==> config.mk <==
export PLATFORM = sky130hd
export DESIGN_NAME = rht_ram
export DESIGN_NICKNAME = d
export VERILOG_FILES = /design/src/rtl/rht_ram.sv
export SDC_FILE = /design/constraint.sdc
export NUM_CORES = 1
export LEC_CHECK = 0
export BUFFER_PORTS_ARGS = -buffer_cell sky130_fd_sc_hd__buf_2
export CAP_MARGIN = 0
export CELL_PAD_IN_SITES_DETAIL_PLACEMENT = 1
export CELL_PAD_IN_SITES_GLOBAL_PLACEMENT = 2
export CORE_MARGIN = 3
export CORE_UTILIZATION = 40
export CTS_CLUSTER_DIAMETER = 50
export DETAILED_ROUTE_END_ITERATION = 7
export PLACE_DENSITY_LB_ADDON = 0.1
export SETUP_SLACK_MARGIN = 0.1
export SYNTH_ARGS = -nofsm -noshare
export SYNTH_HDL_FRONTEND = slang
export SYNTH_SLANG_ARGS = --single-unit
==> constraint.sdc <==
create_clock -name clk -period 5 [get_ports clk]
set_input_delay 0.75 -clock clk [delete_from_list [all_inputs] [get_ports clk]]
set_output_delay 0.75 -clock clk [all_outputs]
set_load 0.01 [all_outputs]
==> src/rtl/rht_ram.sv <==
module rht_ram #(
  parameter int WIDTH = 8,
  parameter int DEPTH = 16
) (
  input  logic                     clk,
  input  logic                     we,
  input  logic [$clog2(DEPTH)-1:0] waddr,
  input  logic [WIDTH-1:0]         wdata,
  input  logic [$clog2(DEPTH)-1:0] raddr,
  output logic [WIDTH-1:0]         rdata
);

  logic [WIDTH-1:0] mem [DEPTH];

  always_ff @(posedge clk) begin
    if (we) begin
      mem[waddr] <= wdata;
    end
    rdata <= mem[raddr];
  end

endmodule

==> out/qor.csv <==
metric;value;unit
place_congestion;0.6575;
synthMuxAreaShare;15.02;%
synth_most_common_cell;edfxtp_1;
reg2reg_slack;3.60;ns
drt_wl_total;10.61;mm
first_iter_violations;198;
ir_worst_vdd;0.0002142;V
synthesis.area;5147;sq um
internal-power;2.056;mW
path_clk_slew;0.05;ns
hpwlAfterDp;6.563;mm
fin_crit_sh;46.27;%
antenna_left;0;
synthSimpleGateAreaFrac;3.184;%
syn_to_final_growth;16.14;%
cts_sinks;136;
synth-edff-count;128;
worst_ep_arrival_time;2.60;ns
drc_errors;0;
cts_resized;0;
place_inst;415;
worstSetupPathDepth;5;
numCtsBuffers;17;
insertion_delay;0.42;ns
syn_nets;247;
finalHoldViolCount;0;
yosys.area.top_type;edfxtp_1;
htree_levels;4;
grt_pass1_wl;15.88;mm
antenna_cells;0;
finalNetCount;284;
critPathKind;in2reg;
hold_depth;3;
num_rows;40;
synth_top_family_by_area;multiplexers;
r2r_start;mem[9][4];
min_delay_worst_endpoint;rdata[3];
dr.pass1.iters;4;
ys.flop_type;edfxtp_1;
layoutNonFillerInstCount;447;
grt_usage;16.05;%
initial_core_util;41.81;%
cts_tree;done;
grt_max_degree;33;
synth-xor-area-share;0;%
switching_share;19.55;%
min_period;2.314;ns
r2r_cells;3;
portBuffers;25;
synthTopCellsByArea;edfxtp_1 75%, mux4_2 7.9%, mux4_1 7.1%, dfxtp_1 3.1%, a22oi_1 2.3%;
finalSetupTns;0;ns
pwr-share-seq;50.2;%
async_flop_share;0;%
min_path_type;reg2reg;
slew_viol_final;0;
max_stage_delay;0.61;ns
cts_hold_buf;0;
worstPathRequired;5.29;ns
worst-path-max-fanout;18;
cts_root_buf;clkbuf_16;
cts_setup_buffers;0;
clock_power_share;45.3;%
path_cells;buf_2 -> buf_4 -> mux4_1 -> a22oi_1 -> nand2_1;
hold_start;mem[4][3];
synthTopCellsByCount;128 x edfxtp_1, 18 x mux4_2, 16 x a22oi_1;
grt-ovfl-total;0;
core;12310;sq um
netlist.area_leader.share;74.67;%
power_switching;0.4996;mW
synth_compound_area_share;2.333;%
rsz0062_at_grt;false;
vias_per_cell;5.329;
synth_seq_area_share;77.78;%
setup_viol;0;
yosysWarningCount;0;
antenna_found_initial;0;
die_width;119.4;um
pwr_density_cell;427.6;nW/um^2
skew;0.007490;ns
start_kind;primary input;
worst-path-buf-inv;2;
synth_seq_cells;136;
die_area;14270;sq um
drv_cap;0;
rr_endpoint;rdata[4];
synth_cells;229;
crit_path_end_kind;flip-flop;
slew-limit-headroom;32.63;%
cts_buffer_depth;2;
synth_cell_types;19;
drive_gt1_share;25.81;%
power_frac_comb;4.5;%
status;finished, final reports clean;
tightest_slew;1.007;ns
synthAdderAreaFrac;0;%
wire_per_inst;23.73;um
critical-path-slowest-cell;mux4_1;
vias;2382;
crit_family;buffers and inverters;
grt_pass1_vias;2499;
cellLeakagePower;1.979;nW
io_pins;26;
avgSynthCellArea;22.48;sq um
max_freq;432.2;MHz
die_y;119.4;um
registers in the layout, summed over array words and instances, names as in the netlist:
register,cells
mem,128
rdata,8
final cells by class:
type | count | area, sq um
tap | 168 | 210.2
clock buffer | 29 | 510.5
clock inverter | 3 | 38.79
multi-input combinational | 83 | 1067
fill | 1136 | 6334
timing repair buffer | 28 | 147.6
sequential | 136 | 4004
cells in the final DEF (no fill, tap or decap), types with 3 or more instances in the layout:
master	count
dfxtp_1	8
edfxtp_1	128
nor2_1	13
clkbuf_16	17
mux4_1	14
a22oi_1	16
clkbuf_1	8
mux4_2	18
buf_4	3
buf_2	25
clkbuf_8	4
nand2_1	9
through the flow:
| stage | util [%] | hold slack [ns] | area [sq um] | power, mW | setup slack (ns) |
|---|---|---|---|---|---|
| after CTS | 48.56 | 0.6780 | 5978 | 2.585 | 2.655 |
| after global routing | 48.56 | 0.7068 | 5978 | 2.640 | 2.549 |
| after floorplan | - | 0.6293 | 5147 | 1.372 | 2.757 |
| after detailed placement | 44.10 | 0.6642 | 5429 | 1.425 | 2.212 |
| after global placement | 44.05 | 0.6491 | 5424 | 1.423 | 2.042 |
| final | 48.56 | 0.6708 | 5978 | 2.556 | 2.686 |
worst max-delay path by stage:
stage                   from        end  slack [ns]
global placement    waddr[2]  mem[0][7]        2.04
detailed placement  raddr[0]   rdata[5]        2.21
global route        raddr[0]   rdata[5]        2.55
CTS                 raddr[0]   rdata[5]        2.65
floorplan           waddr[2]  mem[0][0]        2.76
finish              raddr[0]   rdata[4]        2.69
metal layers:
layer  part of all wire [%]  vias to the layer above  GRT usage (%)  routed length [um]
li1                       -                     1047              -                   -
met1                     46                     1266          21.82                4912
met2                     48                       60          24.22                5101
met3                    4.4                        9          5.128                 462
met4                    1.2                        0          6.228                 129
met5                      0                        -              0                   0
worst min-delay path: cells and delay by family, from the launching register on:
family	cells	cell delay (ns)
AO/OA/AOI/OAI	1	0.06
multiplexers	1	0.21
AND/OR/NAND/NOR	1	0.06
flip-flops	1	0.31
kinds of logic (layout without fill, tap and decap cells):
| kind of cell | count (synthesis) | after routing |
|---|---|---|
| AOI/OAI and AO/OA | 16 | 16 |
| buffers and inverters | 10 | 60 |
| DFF | 136 | 136 |
| muxes | 32 | 32 |
| and+or+nand+nor | 35 | 35 |
power groups by stage:
| stage | registers, mW | clock network, mW | logic [mW] |
|---|---|---|---|
| global route | 1.29 | 1.23 | 0.126 |
| finish | 1.28 | 1.16 | 0.114 |
| floorplan | 1.31 | 0 | 0.0647 |
| CTS | 1.28 | 1.18 | 0.118 |
| global placement | 1.31 | 0 | 0.116 |
| detailed placement | 1.31 | 0 | 0.118 |
No activity file was read; power rests on OpenSTA's default activity.
