===== config.mk =====
export PLATFORM = sky130hd
export DESIGN_NAME = rht_find
export DESIGN_NICKNAME = d
export VERILOG_FILES = /design/src/rtl/rht_find.sv
export SDC_FILE = /design/constraint.sdc
export NUM_CORES = 1
export LEC_CHECK = 0
export ABC_AREA = 1
export CELL_PAD_IN_SITES_DETAIL_PLACEMENT = 2
export CELL_PAD_IN_SITES_GLOBAL_PLACEMENT = 2
export CORE_AREA = 10 10 70 66
export DETAILED_ROUTE_END_ITERATION = 7
export DIE_AREA = 0 0 80 76
export DONT_BUFFER_PORTS = 1
export PLACE_DENSITY_LB_ADDON = 0.1
export SLEW_MARGIN = 20
export SYNTH_ARGS = -nofsm -noshare
export SYNTH_HDL_FRONTEND = slang
export SYNTH_SLANG_ARGS = --single-unit

===== constraint.sdc =====
create_clock -name clk -period 1.3 [get_ports clk]
set_clock_uncertainty 0.15 [all_clocks]
set_input_delay 0.325 -clock clk [delete_from_list [all_inputs] [get_ports clk]]
set_output_delay 0.325 -clock clk [all_outputs]
set_load 0.05 [all_outputs]

===== src/rtl/rht_find.sv =====
// Two-stage lowest-set-bit finder: byte groups first, then the first group.
module rht_find #(
  parameter int W = 32
) (
  input  logic                 clk,
  input  logic [W-1:0]         vec,
  output logic                 found,
  output logic [$clog2(W)-1:0] idx
);

  localparam int NG = (W + 7) / 8;
  localparam int PW = NG * 8;
  localparam int GW = (NG > 1) ? $clog2(NG) : 1;
  localparam int IW = $clog2(W);

  logic [PW-1:0] pad;
  logic [NG-1:0] g_any;
  logic [2:0]    g_idx [NG];
  logic          sel_any;
  logic [GW+2:0] sel;

  function automatic logic [2:0] first8(input logic [7:0] b);
    logic [2:0] r;
    r = '0;
    for (int i = 7; i >= 0; i--) begin
      if (b[i]) begin
        r = 3'(i);
      end
    end
    return r;
  endfunction

  assign pad = PW'(vec);

  always_ff @(posedge clk) begin
    for (int g = 0; g < NG; g++) begin
      g_any[g] <= |pad[g*8 +: 8];
      g_idx[g] <= first8(pad[g*8 +: 8]);
    end
  end

  always_comb begin
    sel_any = 1'b0;
    sel     = '0;
    for (int g = NG - 1; g >= 0; g--) begin
      if (g_any[g]) begin
        sel_any = 1'b1;
        sel     = {GW'(g), g_idx[g]};
      end
    end
  end

  always_ff @(posedge clk) begin
    found <= sel_any;
    idx   <= IW'(sel);
  end

endmodule


==> flow_metrics.env <==
export IMPL_finalWeightedCongestion=0.7357
export IMPL_diodes=0
export IMPL_cpMaxStageDelayCell="dfxtp_2"
export IMPL_syn_area_um2=954.7
export IMPL_area_growth_pct=30.27
export IMPL_clk_pin_slew_ps=130
export IMPL_power_total_mw=1.243
export IMPL_tightest_slew_ps=292.9
export IMPL_maxCapViolations=0
export IMPL_grt_max_degree=13
export IMPL_start_kind="register"
export IMPL_cts_sinks=22
export IMPL_hp_class="primary input to register"
export IMPL_hold_violations=0
export IMPL_worstPathCellList="buf_8"
export IMPL_drc=0
export IMPL_grt_pass1_vias=1066
export IMPL_clockBufferDepth=2
export IMPL_final_cell_mix="nand2_1, inv_1, dfxtp_1"
export IMPL_relSlewSlack=0.8045
export IMPL_ir_worst_vdd_uv=302.2
export IMPL_max_stage_delay_ps=360
export IMPL_first_pass_iters=4
export IMPL_design_area_um2=1244
export IMPL_rsz0062_at_grt="true"
export IMPL_fp_row_count=20
export IMPL_reg2reg_slack_ps=210
export IMPL_ys_types=13
export IMPL_critical_path_top_delay_family="flip-flops"
export IMPL_p_per_area_nw_per_um2=999.3
export IMPL_antenna_found_initial=0
export IMPL_grt_usage=0.09894
export IMPL_via_per_inst=4.540
export IMPL_fmaxAchievable_ghz=0.7773
export IMPL_nNetsFinal=192
export IMPL_cts_buffers_inserted=3
export IMPL_syn_instance_count=136
export IMPL_initial_core_util=0.2935
export IMPL_fin_crit_sh=0.9896
export IMPL_overflow=0
export IMPL_whs_ps=17.96
export IMPL_slew_violations=0
export IMPL_critPathRequiredTime_ps=820
export IMPL_coreArea_um2=3253
export IMPL_power_leakage_nw=0.6434
export IMPL_die_area_um2=6080
export IMPL_cp_max_fo=1
export IMPL_ys_ff_latch=22
export IMPL_io_pin_count=39
export IMPL_port_buffer_count=0
export IMPL_drive_above_1_share=0.1266
export IMPL_synth_warning_count=0
export IMPL_avgSynthCellArea_um2=7.020
export IMPL_fill_cells=401
export IMPL_post_drt_wl_per_cell_um=14.46
export IMPL_post_place_cells=186
export IMPL_status="finished, final reports clean"
export IMPL_cts_htree_levels=1
export IMPL_crit_buf_inv=1
export IMPL_syn_nets=169
export IMPL_hpwl_um=2390
export IMPL_setup_violations=0
export IMPL_cts_root_buffer="clkbuf_4"
export IMPL_die_w_um=80
export IMPL_ant_nets=0
export IMPL_drt_total_wl_um=2920
export IMPL_fin_cells=202
export IMPL_finalCriticalPeriod_ps=1287
export IMPL_final_common_cell="nand2_1"
export IMPL_critPathCaptureType="primary output"
export IMPL_grt_pass1_wl_um=4961
export IMPL_num_vias=917
export IMPL_placed_cell_area_um2=1055
export IMPL_worst_ep_arrival_time_ps=810
export IMPL_clk_latency_ps=310
export IMPL_ys_seq_area_frac=0.4613
export IMPL_path_class="register to primary output"
export IMPL_die_h_um=76
export IMPL_drt_iter0_drc=34
export IMPL_cts_tree="yes"
path summary, 6_finish.rpt:
path               start     endpoint  cells past startpoint
max               idx[1]       idx[1]                      1
min               vec[0]  g_idx[0][1]                      3
min reg2reg  g_idx[0][1]       idx[1]                      2
max reg2reg     g_any[2]       idx[0]                      5
through the flow:
step                      setup slack, ps  setup TNS (ps)  utilization
after floorplan                     237.7               0            -
after global placement              237.9               0       0.3242
after detailed placement            210.0               0       0.3242
after CTS                           2.626               0       0.3796
after global routing               -13.77          -36.12       0.3823
final                               13.47               0       0.3823
cells by family (layout without fill, tap and decap cells):
| family | after synthesis | count (layout) | share of synthesized area |
|---|---|---|---|
| AND/OR/NAND/NOR | 60 | 60 | 0.2936 |
| buffers and inverters | 35 | 57 | 0.1376 |
| flip-flops | 22 | 22 | 0.4613 |
| AO/OA/AOI/OAI | 19 | 19 | 0.1075 |
area by class of cell:
class	instances	area [µm²]	share of cell area
sequential	22	446.7	0.3592
multi-input combinational	79	382.9	0.3078
clock buffer	4	36.28	0.02918
tap	44	55.05	0.04427
inverter	35	131.4	0.1056
timing repair buffer	18	191.4	0.1539
registers in the layout (all words and copies together), names as in the netlist:
name,flops
found,1
g_any,4
g_idx,12
idx,5
where the power goes:
group          leakage [nW]  switching (mW)  total [mW]  internal [mW]
sequential            0.182         0.00905       0.708          0.699
clock                0.0210           0.205       0.376          0.171
combinational         0.441          0.0888       0.159         0.0699
total                 0.643           0.303        1.24          0.940
cells in the mapped netlist:
cell | number | area share
inv_1 | 34 | 0.13
a21oi_1 | 8 | 0.042
nand2_1 | 35 | 0.14
nor3_2 | 4 | 0.042
dfxtp_1 | 22 | 0.46
o21ai_1 | 6 | 0.031
nor2_1 | 5 | 0.020
o21a_1 | 1 | 0.0079
a31oi_1 | 4 | 0.026
inv_2 | 1 | 0.0039
nand3_1 | 8 | 0.042
or2_1 | 4 | 0.026
nand4_1 | 4 | 0.026
routing by layer:
layer | vias to the layer above | track usage | share of wire
met3 | 4 | 0.02712 | 0.052
li1 | 460 | - | -
met2 | 19 | 0.1870 | 0.55
met4 | 0 | 0.03345 | 0.012
met5 | - | 0 | 0
met1 | 434 | 0.09845 | 0.38
timing repair:
action | 4_1_cts | 5_1_grt
resized for setup | 9 | 3
setup endpoints to repair | 5 | 6
endpoints found under the hold margin | 11 | 0
hold buffers | 12 | 0
setup buffers | 0 | 0
(Power assumes the default switching activity.)
